`src/rtl/core/mcfp_pkg.sv`:
```
// Shared constants and types for the motor command field parser.
package mcfp_pkg;

  localparam int unsigned FIELD_DIGITS = 4;
  localparam int unsigned NUM_FIELDS   = 3;

  localparam logic [7:0] SEP_BYTE   = 8'h2C;
  localparam logic [7:0] END_BYTE   = 8'h23;
  localparam logic [7:0] MINUS_BYTE = 8'h2D;
  localparam logic [7:0] ZERO_CHAR  = 8'h30;
  localparam logic [7:0] NINE_CHAR  = 8'h39;

  localparam logic [7:0] DUTY_MAX    = 8'd255;
  localparam logic [7:0] BLINK_DUTY  = 8'd255;

  typedef enum logic [1:0] {
    KIND_START = 2'd0,
    KIND_STOP  = 2'd1,
    KIND_OTHER = 2'd2
  } kind_t;

  typedef struct packed {
    logic take;
    logic is_sep;
    logic is_end;
    logic is_minus;
  } byte_ctl_t;

endpackage

```
`src/rtl/core/mcfp_field_acc.sv`:
```
// Field accumulator: decimal digit accumulation, sign and the field store.
module mcfp_field_acc #(
  parameter int unsigned FIELD_DIGITS = mcfp_pkg::FIELD_DIGITS,
  localparam int unsigned LIMIT = 10 ** FIELD_DIGITS - 1,
  localparam int unsigned MAG_W = $clog2(LIMIT + 1)
) (
  input  logic                  clk,
  input  logic                  rst,
  input  mcfp_pkg::byte_ctl_t   ctl,
  input  logic [7:0]            byte_value,
  output logic                  fin_neg [mcfp_pkg::NUM_FIELDS],
  output logic [MAG_W-1:0]      fin_mag [mcfp_pkg::NUM_FIELDS]
);

  localparam int unsigned SUM_W = MAG_W + 4;
  localparam logic [SUM_W-1:0] LIMIT_EXT = SUM_W'(LIMIT);

  logic [MAG_W-1:0] acc;
  logic             neg;
  logic             started;
  logic [1:0]       idx;
  logic             st_neg [mcfp_pkg::NUM_FIELDS];
  logic [MAG_W-1:0] st_mag [mcfp_pkg::NUM_FIELDS];

  logic [3:0]       dig;
  logic [SUM_W-1:0] sum;
  logic [MAG_W-1:0] acc_next;

  always_comb begin
    if (byte_value inside {[mcfp_pkg::ZERO_CHAR:mcfp_pkg::NINE_CHAR]}) begin
      dig = 4'(byte_value - mcfp_pkg::ZERO_CHAR);
    end else begin
      dig = 4'd0;
    end
    sum = {acc, 3'b000} + {2'b00, acc, 1'b0} + SUM_W'(dig);
    acc_next = (sum > LIMIT_EXT) ? MAG_W'(LIMIT) : sum[MAG_W-1:0];
  end

  // current field folded into the store, as it stands once finished
  always_comb begin
    for (int i = 0; i < mcfp_pkg::NUM_FIELDS; i++) begin
      fin_neg[i] = st_neg[i];
      fin_mag[i] = st_mag[i];
    end
    if (idx != 2'(mcfp_pkg::NUM_FIELDS)) begin
      fin_neg[idx] = neg;
      fin_mag[idx] = acc;
    end
  end

  always_ff @(posedge clk) begin
    if (rst) begin
      acc     <= '0;
      neg     <= 1'b0;
      started <= 1'b0;
      idx     <= '0;
      for (int i = 0; i < mcfp_pkg::NUM_FIELDS; i++) begin
        st_neg[i] <= 1'b0;
        st_mag[i] <= '0;
      end
    end else if (ctl.take) begin
      if (ctl.is_end) begin
        acc     <= '0;
        neg     <= 1'b0;
        started <= 1'b0;
        idx     <= '0;
        for (int i = 0; i < mcfp_pkg::NUM_FIELDS; i++) begin
          st_neg[i] <= 1'b0;
          st_mag[i] <= '0;
        end
      end else if (ctl.is_sep) begin
        for (int i = 0; i < mcfp_pkg::NUM_FIELDS; i++) begin
          st_neg[i] <= fin_neg[i];
          st_mag[i] <= fin_mag[i];
        end
        if (idx != 2'(mcfp_pkg::NUM_FIELDS)) begin
          idx <= idx + 2'd1;
        end
        acc     <= '0;
        neg     <= 1'b0;
        started <= 1'b0;
      end else if (ctl.is_minus && !started) begin
        neg     <= 1'b1;
        started <= 1'b1;
      end else begin
        acc     <= acc_next;
        started <= 1'b1;
      end
    end
  end

endmodule

```
`src/rtl/core/mcfp_result_fmt.sv`:
```
// Result formatting: direction, saturated duty and command kind per message.
module mcfp_result_fmt #(
  parameter int unsigned FIELD_DIGITS = mcfp_pkg::FIELD_DIGITS,
  localparam int unsigned LIMIT = 10 ** FIELD_DIGITS - 1,
  localparam int unsigned MAG_W = $clog2(LIMIT + 1)
) (
  input  logic               fin_neg [mcfp_pkg::NUM_FIELDS],
  input  logic [MAG_W-1:0]   fin_mag [mcfp_pkg::NUM_FIELDS],
  output logic               rev     [mcfp_pkg::NUM_FIELDS],
  output logic [7:0]         duty    [mcfp_pkg::NUM_FIELDS],
  output mcfp_pkg::kind_t    kind
);

  localparam int unsigned EXT_W = (MAG_W > 9) ? MAG_W : 9;
  localparam logic [EXT_W-1:0] DUTY_MAX_EXT   = EXT_W'(mcfp_pkg::DUTY_MAX);
  localparam logic [EXT_W-1:0] BLINK_DUTY_EXT = EXT_W'(mcfp_pkg::BLINK_DUTY);

  logic [EXT_W-1:0] ext [mcfp_pkg::NUM_FIELDS];
  logic             all_start;
  logic             all_stop;

  always_comb begin
    all_start = 1'b1;
    all_stop  = 1'b1;
    for (int i = 0; i < mcfp_pkg::NUM_FIELDS; i++) begin
      ext[i]  = EXT_W'(fin_mag[i]);
      rev[i]  = fin_neg[i] && (ext[i] != '0);
      duty[i] = (ext[i] > DUTY_MAX_EXT) ? mcfp_pkg::DUTY_MAX : ext[i][7:0];
      all_start = all_start && fin_neg[i] && (ext[i] == BLINK_DUTY_EXT);
      all_stop  = all_stop && (ext[i] == '0);
    end
    if (all_start) begin
      kind = mcfp_pkg::KIND_START;
    end else if (all_stop) begin
      kind = mcfp_pkg::KIND_STOP;
    end else begin
      kind = mcfp_pkg::KIND_OTHER;
    end
  end

endmodule

```
`src/rtl/core/motor_command_field_parser.sv`:
```
// Top level of the motor command field parser: input register, parser, result register.
//
// Input channel: in_valid / in_stall carry one received byte per beat on byte_value.
// Messages are signed decimal fields split by ',' and closed by '#'; a leading '-'
// makes a field negative, other non-digit bytes count as zero, magnitudes saturate
// at 10^FIELD_DIGITS - 1. Fields past the third are dropped, missing ones read zero.
// Output channel: out_valid / out_stall carry one result beat per '#': direction and
// duty (saturated at 255) for left, right and rear motors plus command_kind.
// Throughput: one byte per cycle while in_stall is low; the accumulate (acc*10 + digit,
// saturating compare) is combinational between the input register and state registers.
// A '#' passes the input register, then the result register, which raises out_valid.
// Stall: while out_stall holds a result, non-terminating bytes keep flowing; a
// following '#' waits in the input register and in_stall rises until the result
// beat is taken.
// Reset (rst, synchronous): both channels empty, parser state cleared to an empty
// message.
module motor_command_field_parser #(
  parameter int unsigned FIELD_DIGITS = mcfp_pkg::FIELD_DIGITS
) (
  input  logic            clk,
  input  logic            rst,
  input  logic            in_valid,
  output logic            in_stall,
  input  logic [7:0]      byte_value,
  output logic            out_valid,
  input  logic            out_stall,
  output logic            left_reverse,
  output logic [7:0]      left_duty,
  output logic            right_reverse,
  output logic [7:0]      right_duty,
  output logic            rear_reverse,
  output logic [7:0]      rear_duty,
  output logic [1:0]      command_kind
);

  localparam int unsigned LIMIT = 10 ** FIELD_DIGITS - 1;
  localparam int unsigned MAG_W = $clog2(LIMIT + 1);

  logic                in_vld_r;
  logic [7:0]          byte_r;
  logic                advance;
  mcfp_pkg::byte_ctl_t ctl;

  logic                fin_neg [mcfp_pkg::NUM_FIELDS];
  logic [MAG_W-1:0]    fin_mag [mcfp_pkg::NUM_FIELDS];
  logic                rev     [mcfp_pkg::NUM_FIELDS];
  logic [7:0]          duty    [mcfp_pkg::NUM_FIELDS];
  mcfp_pkg::kind_t     kind;

  always_comb begin
    ctl.is_sep   = (byte_r == mcfp_pkg::SEP_BYTE);
    ctl.is_end   = (byte_r == mcfp_pkg::END_BYTE);
    ctl.is_minus = (byte_r == mcfp_pkg::MINUS_BYTE);
    advance      = in_vld_r && (!ctl.is_end || !out_valid || !out_stall);
    ctl.take     = advance;
  end

  assign in_stall = in_vld_r && !advance;

  always_ff @(posedge clk) begin
    if (rst) begin
      in_vld_r <= 1'b0;
    end else if (!in_stall) begin
      in_vld_r <= in_valid;
    end
  end

  always_ff @(posedge clk) begin
    if (in_valid && !in_stall) begin
      byte_r <= byte_value;
    end
  end

  mcfp_field_acc #(
    .FIELD_DIGITS (FIELD_DIGITS)
  ) u_field_acc (
    .clk        (clk),
    .rst        (rst),
    .ctl        (ctl),
    .byte_value (byte_r),
    .fin_neg    (fin_neg),
    .fin_mag    (fin_mag)
  );

  mcfp_result_fmt #(
    .FIELD_DIGITS (FIELD_DIGITS)
  ) u_result_fmt (
    .fin_neg (fin_neg),
    .fin_mag (fin_mag),
    .rev     (rev),
    .duty    (duty),
    .kind    (kind)
  );

  always_ff @(posedge clk) begin
    if (rst) begin
      out_valid <= 1'b0;
    end else if (advance && ctl.is_end) begin
      out_valid <= 1'b1;
    end else if (!out_stall) begin
      out_valid <= 1'b0;
    end
  end

  always_ff @(posedge clk) begin
    if (advance && ctl.is_end) begin
      left_reverse  <= rev[0];
      left_duty     <= duty[0];
      right_reverse <= rev[1];
      right_duty    <= duty[1];
      rear_reverse  <= rev[2];
      rear_duty     <= duty[2];
      command_kind  <= kind;
    end
  end

  // start blink result carries full reverse on every motor
  a_start_kind: assert property (@(posedge clk) disable iff (rst)
    out_valid && (command_kind == mcfp_pkg::KIND_START) |->
      left_reverse && right_reverse && rear_reverse &&
      (left_duty == mcfp_pkg::BLINK_DUTY) && (right_duty == mcfp_pkg::BLINK_DUTY) &&
      (rear_duty == mcfp_pkg::BLINK_DUTY))
    else $error("start kind with mismatching motor fields");

  a_stop_kind: assert property (@(posedge clk) disable iff (rst)
    out_valid && (command_kind == mcfp_pkg::KIND_STOP) |->
      !left_reverse && !right_reverse && !rear_reverse &&
      (left_duty == 8'd0) && (right_duty == 8'd0) && (rear_duty == 8'd0))
    else $error("stop kind with non-zero motor fields");

  a_reverse_nonzero: assert property (@(posedge clk) disable iff (rst)
    out_valid && (left_reverse || right_reverse || rear_reverse) |->
      (!left_reverse || (left_duty != 8'd0)) &&
      (!right_reverse || (right_duty != 8'd0)) &&
      (!rear_reverse || (rear_duty != 8'd0)))
    else $error("reverse flagged on a zero duty");

  a_end_held: assert property (@(posedge clk) disable iff (rst)
    in_vld_r && ctl.is_end && out_valid && out_stall |=>
      in_vld_r && (byte_r == mcfp_pkg::END_BYTE))
    else $error("terminating byte lost while result stalled");

endmodule
```
`config.mk`:
```
export PLATFORM = sky130hd
export DESIGN_NAME = motor_command_field_parser
export DESIGN_NICKNAME = d
export VERILOG_FILES = /design/src/rtl/core/mcfp_pkg.sv /design/src/rtl/core/mcfp_field_acc.sv /design/src/rtl/core/mcfp_result_fmt.sv /design/src/rtl/core/motor_command_field_parser.sv
export SDC_FILE = /design/constraint.sdc
export NUM_CORES = 1
export LEC_CHECK = 0
export BUFFER_PORTS_ARGS = -buffer_cell sky130_fd_sc_hd__buf_2
export CORE_UTILIZATION = 55
export CTS_CLUSTER_DIAMETER = 150
export DETAILED_ROUTE_END_ITERATION = 10
export PLACE_DENSITY_LB_ADDON = 0.12
export SLEW_MARGIN = 5
export SYNTH_ARGS = -nofsm -noshare
export SYNTH_HDL_FRONTEND = slang
export SYNTH_SLANG_ARGS = --single-unit
```
`constraint.sdc`:
```
create_clock -name clk -period 11.8 [get_ports clk]
set_input_delay 1.18 -clock clk [delete_from_list [all_inputs] [get_ports clk]]
set_output_delay 1.18 -clock clk [all_outputs]
set_load 0.05 [all_outputs]
```
# Yosys cells after proc, flatten, opt, wreduce, memory -nomap -nowiden
# Memories as Yosys holds them, arrays and structs flattened.
# Index checks and enable logic that the tools add are counted.
[totals]
reg_bits = 57
ram_bits = 45
out_inout_bits = 31
elab_cells = 134
mem_count = 2
[mem_list]
columns = ["name", "words", "word_bits", "read_ports", "rd_clocked_by_memory_dff", "wr", "line_no", "text"]
rows = [
  ["u_field_acc.st_mag", 3, 14, 3, 0, 3, "mcfp_field_acc.sv:23", "logic [MAG_W-1:0] st_mag [mcfp_pkg::NUM_FIELDS];"],
  ["u_field_acc.st_neg", 3, 1, 3, 0, 3, "mcfp_field_acc.sv:22", "logic st_neg [mcfp_pkg::NUM_FIELDS];"],
]
[op_classes]
add_sub_neg = 4
n_lt_le_gt_ge = 8
n_eq_ne = 9
muxes = 47
bitwise = 13
reduce_logical = 37
[ops]
columns = ["cell", "count"]
rows = [
  ["$mux 14", 11],
  ["$bwmux 42", 1],
  ["$eq 14x8->1 const B", 3],
  ["$gt 14x8->1 const B", 3],
  ["$logic_not 14->1", 3],
  ["$mux 42", 1],
  ["$reduce_bool 14->1", 3],
  ["$demux 14 s2", 1],
  ["$mux 1", 25],
  ["$eq 8x6->1 const B", 3],
  ["$add 17x15->18", 1],
  ["$add 18x4->18", 1],
  ["$gt 18x14->1 const B", 1],
  ["$logic_and 1x1->1", 17],
  ["$or 1x1->1", 12],
  ["$ge 8x6->1 const B", 1],
  ["$le 8x6->1 const B", 1],
  ["$mux 2", 4],
  ["$logic_not 1->1", 6],
  ["$mux 4", 1],
  ["$reduce_and 2->1", 2],
  ["$reduce_bool 2->1", 2],
  ["$sub 4x1->4 const B", 1],
  ["$bwmux 3", 1],
  ["12 further kinds", 13],
]

# Logic depth before layout (Yosys ltp)
[logic_depth]
depth_word = 13
depth_mapped = 14
ltp_nobuf = 14

# Modules after synthesis
# A second synthesis with hierarchy kept.
[hier_totals]
hier_cells = 502
area_unflattened_um2 = 5740.5
[modules_own_cells]
columns = ["module", "n_inst", "cells_each", "area_each_um2", "seq_area_each_um2"]
rows = [
  ["mcfp_field_acc", 1, 382, 4072.7, 1711.6],
  ["motor_command_field_parser", 1, 59, 1313.8, 1151.1],
  ["mcfp_result_fmt", 1, 61, 354.1, 0.0],
]

# Worst setup path before layout
# No wires, ideal clock.
[synth_path]
kind = "input-to-reg"
startpoint = "input out_stall"
endpoint = "memory u_field_acc.st_mag[0][0] in the netlist's numbering, enable pin"
setup_time_ns = 0.406
arrival_time_ns = 3.842
t_required_ns = 11.394
setup_slack_ns = 7.553
cell_stages = 4
path_buffers = 0
cell_sequence = "nand2_1 -> o21ai_0 -> nor2_1 -> or3b_1"
[synth_lines]
columns = ["item", "line_no", "text"]
rows = [
  ["from (decl)", "motor_command_field_parser.sv:26", "input logic out_stall,"],
  ["to (decl)", "mcfp_field_acc.sv:23", ""],
]

# Worst setup path after layout
[layout_path]
startpoint = "register byte_r[7]"
endpoint = "register u_field_acc.acc[13]"
[layout_between]
elab_chain_cells = 9
[layout_lines]
columns = ["item", "line_no", "text"]
rows = [
  ["from (decl)", "motor_command_field_parser.sv:40", "logic [7:0] byte_r;"],
  ["from (signal assigned)", "motor_command_field_parser.sv:70", "byte_r <= byte_value;"],
  ["$ge 8x6->1 / $le 8x6->1 (equally long branches)", "mcfp_field_acc.sv:30", "if (byte_value inside {[mcfp_pkg::ZERO_CHAR:mcfp_pkg::NINE_CHAR]}) begin"],
  ["$logic_and 1x1->1", "mcfp_field_acc.sv:30", ""],
  ["$mux 4", "mcfp_field_acc.sv:30", ""],
  ["$add 18x4->18", "mcfp_field_acc.sv:35", "sum = {acc, 3'b000} + {2'b00, acc, 1'b0} + SUM_W'(dig);"],
  ["$gt 18x14->1", "mcfp_field_acc.sv:36", "acc_next = (sum > LIMIT_EXT) ? MAG_W'(LIMIT) : sum[MAG_W-1:0];"],
  ["$mux 14", "mcfp_field_acc.sv:36", ""],
  ["$mux 14", "mcfp_field_acc.sv:82", "end else if (ctl.is_minus && !started) begin"],
  ["$mux 14", "mcfp_field_acc.sv:71", "end else if (ctl.is_sep) begin"],
  ["$mux 14", "mcfp_field_acc.sv:62", "if (ctl.is_end) begin"],
  ["to (signal assigned)", "mcfp_field_acc.sv:86", "acc <= acc_next;"],
  ["to (decl)", "mcfp_field_acc.sv:18", "logic [MAG_W-1:0] acc;"],
]
# Parallel ways exist; a longest one is shown, timed or not. The select of a mux whose other input is x is not followed.
# A chain may end at the register's enable or synchronous reset.

==> metrics.txt <==
final cycle utilization of the critical path=34.3%; PortBufs=42; reg2reg setup slack=7.75 ns; Num Clock Sinks=102; cell count after placement=707; portion of netlist area occupied by mux cells=4.08%; pin count of the biggest net entering global routing=48; predominant post-synthesis flop cell=edfxtp_1; post-synthesis sequential area ratio=50.7%; DIE WIDTH=103 um; Pwr Density=132 nW/um^2; Tot Pwr=0.000817 W; die footprint=10700 sq um; Slew HR=16.9%; setup violators final=0; synthesized area per cell=10.3 sq um; Starting Density=57.3%; Static Leak=2.37 nW; H-Tree Depth=3; number of antenna diodes=0; Worst-Margin Slew=1.25 ns; YS warnings=0; post-synthesis compound-gate area fraction=14.5%; worst path arrival time=4.31 ns; max-cap viol count=0; Yosys cell types=69; dpl hpwl=8720 um; Net Count, Synth=596; largest family of logic cells by synthesized area=simple AND/OR/NAND/NOR gates; Hold Buf Count CTS=0; drt wl/cell=16.9 um; crit-path max FO=7; # DRC=0; vias=4333; PostCTS Resize Cnt=0; Final Skew=0.0154 ns; Routed WL=12200 um; XOR/XNOR Fraction of Synth Area=1.09%; P&R area growth vs syn=9.26%; reg2reg end=u_field_acc.acc[13]; Placer Congestion=0.831; Worst-path clk slew=0.09 ns; placement row count=36; Global Route Usage Sum=24.7%; die height=103 um; maximum root-to-sink buffer count=2; first-pass GRT wire length=20000 um; initial antenna violation count=0; final hold violations=0; Async SR Flop Fraction=0%; critical path class=flop to flop; setup TNS=0 ns; CP Launch Type=flop; core box area=9860 sq um; nets@finish=630; RSZ-0062 raised after global routing=no; simple-gate share of the synthesized area=19.4%; Skew-Pair Late Insertion Delay=0.38 ns; final antenna-violating net count=0; Setup crit end kind=flop; Cells after Synth=551; fmax=247 MHz; hold_sp=in_vld_r; Worst Hold Class=flop to flop; drt pass-1 iters=4; EDFF count, synth=82; min cycle time layout=4.05 ns; Post-Synth Adder-Cell Area=7.58%; status=finished, final reports clean; final hold slack=0.515 ns; worst-case reg-to-reg path depth=12; Yosys reg bits=102; layout cells sized above 1=13.2%; CTS Buf Count=9; initial DRC count=266; final global-route overflow total=0; worst vdd ir=0.0000677 V; Slew Viols, Final=0; CTS tree=yes; # Post-CTS Setup Buffers=0; CTS Root Cell=clkbuf_8; worst flop-to-flop path startpoint=byte_r[7]; number of global-route vias before repair=4073; Hold Crit Depth=2; DR vias/cell=5.99; Hold Path Sink=out_valid; final non-filler cell total=723; mapped cell area=5650 sq um; critical path required time=12.06 ns; Top-Level Pins=43
[placed cells by master (no fill, tap or decap), drive strengths merged, types with 3 or more instances in the layout]
cell type | netlist | final
a211oi | 3 | 3
a21o | 7 | 7
a21oi | 39 | 39
a22oi | 3 | 3
a31oi | 9 | 9
and2 | 6 | 6
and3 | 3 | 3
buf | 10 | 46
clkbuf | 13 | 11
dfxtp | 20 | 20
edfxtp | 82 | 82
ha | 31 | 31
inv | 14 | 15
mux2i | 23 | 23
nand2 | 94 | 94
nand2b | 7 | 7
nand3 | 20 | 20
nand4 | 7 | 7
nor2 | 57 | 57
nor2b | 6 | 6
nor3 | 9 | 9
nor4 | 9 | 9
o211ai | 6 | 6
o21ai | 15 | 15
o31ai | 6 | 6
or3 | 3 | 3
xor2 | 5 | 5
[area by class of cell]
cell class              count  area [sq um]
flip-flops and latches    102          2860
fillers                   843          3690
well taps                 133           166
clock buffers              11           131
clock inverters             5          83.8
repair buffers             46           240
inverters                  14          52.6
multi-input cells         412          2630
[cell usage after synthesis, types with 2 or more instances]
| master | instances | area [sq um] |
|---|---|---|
| a21o_1 | 7 | 52.6 |
| clkbuf_1 | 13 | 48.8 |
| a31oi_1 | 7 | 43.8 |
| and2_1 | 4 | 25.0 |
| and3_1 | 2 | 12.5 |
| or3b_1 | 2 | 17.5 |
| dfxtp_1 | 20 | 400 |
| or3_1 | 3 | 18.8 |
| o41ai_1 | 2 | 17.5 |
| nor2_1 | 57 | 214 |
| ha_1 | 31 | 388 |
| a21oi_1 | 39 | 195 |
| a21boi_0 | 2 | 15.0 |
| buf_4 | 4 | 30.0 |
| o221ai_1 | 2 | 17.5 |
| xnor2_1 | 2 | 17.5 |
| edfxtp_1 | 82 | 2460 |
| o211ai_1 | 5 | 37.5 |
| o211a_1 | 2 | 20.0 |
| nand3_1 | 20 | 100 |
| o22ai_1 | 2 | 12.5 |
| nand2b_1 | 7 | 43.8 |
| fa_1 | 2 | 40.0 |
| nor2b_1 | 6 | 37.5 |
| or2_1 | 2 | 12.5 |
| nand4_1 | 7 | 43.8 |
| nor3_1 | 9 | 45.0 |
| o31ai_1 | 6 | 45.0 |
| o21ai_1 | 4 | 20.0 |
| nor4_1 | 9 | 56.3 |
| a211oi_2 | 2 | 25.0 |
| a31oi_2 | 2 | 25.0 |
| buf_1 | 6 | 22.5 |
| mux2i_1 | 23 | 230 |
| a22oi_1 | 3 | 22.5 |
| nor4bb_1 | 2 | 20.0 |
| xor2_1 | 5 | 43.8 |
| nand3b_1 | 2 | 15.0 |
| nand2_1 | 94 | 353 |
| o21ai_0 | 10 | 50.1 |
| inv_1 | 14 | 52.6 |
[power by group]
part / total (W) / switching (W) / internal, W
registers: 0.000436 / 0.0000287 / 0.000408
clock network: 0.000240 / 0.000120 / 0.000120
logic: 0.000140 / 0.0000873 / 0.0000528
[metal layers]
| layer | GRT usage [%] | routed length, um | up-vias | part of all wire (%) |
|---|---|---|---|---|
| met5 | 0 | 0 | - | 0 |
| met4 | 7.91 | 152 | 0 | 1.2 |
| met3 | 4.50 | 650 | 16 | 5.3 |
| met2 | 41.1 | 6010 | 145 | 49 |
| met1 | 33.0 | 5390 | 2073 | 44 |
| li1 | - | - | 2099 | - |
[how the worst max path moves through the flow]
stage | startpoint | slack (ns) | cells after the start | endpoint
final | byte_r[7] | 7.75 | 12 | u_field_acc.acc[13]
after CTS | byte_r[7] | 7.75 | 12 | u_field_acc.acc[13]
after floorplan | out_stall | 7.55 | 4 | u_field_acc.st_mag[0][0]
after detailed placement | byte_r[7] | 7.79 | 12 | u_field_acc.acc[13]
after global routing | byte_r[7] | 7.55 | 12 | u_field_acc.acc[13]
after global placement | byte_r[7] | 7.87 | 12 | u_field_acc.acc[13]
[logic make-up after synthesis]
group	after synthesis
xor gates and xnor gates	7
AOI/OAI and AO/OA	116
DFF	102
buffers and inverters	37
muxes	23
adders and majority gates	33
and+or+nand+nor	233
[worst max-delay path: stages (launching register included)]
cell and delay [ns]:
edfxtp_1 0.44, nor4bb_1 0.52, nand3_1 0.16, fa_1 0.57
inv_1 0.06, ha_1 0.29, a211oi_2 0.36, o21ai_2 0.14
and3_4 0.18, o311a_1 0.36, a211oi_2 0.30, o211ai_2 0.19
a221o_1 0.35
[per-stage QoR]
step	worst slack [ns]	area [sq um]	utilization, %
5_1_grt	7.55	6170	62.6
3_3_place_gp	7.87	5960	60.4
6_report	7.75	6170	62.6
2_1_floorplan	7.55	5650	-
4_1_cts	7.75	6170	62.6
3_5_place_dp	7.79	5960	60.4
[state kept, by name, indices dropped and copies added (netlist names), 3 cells and up]
name / cells
byte_r: 8
u_field_acc.st_neg: 3
rear_duty: 8
left_duty: 8
u_field_acc.acc: 14
u_field_acc.st_mag: 42
right_duty: 8
Note: power is estimated with default switching activity, not from simulation.
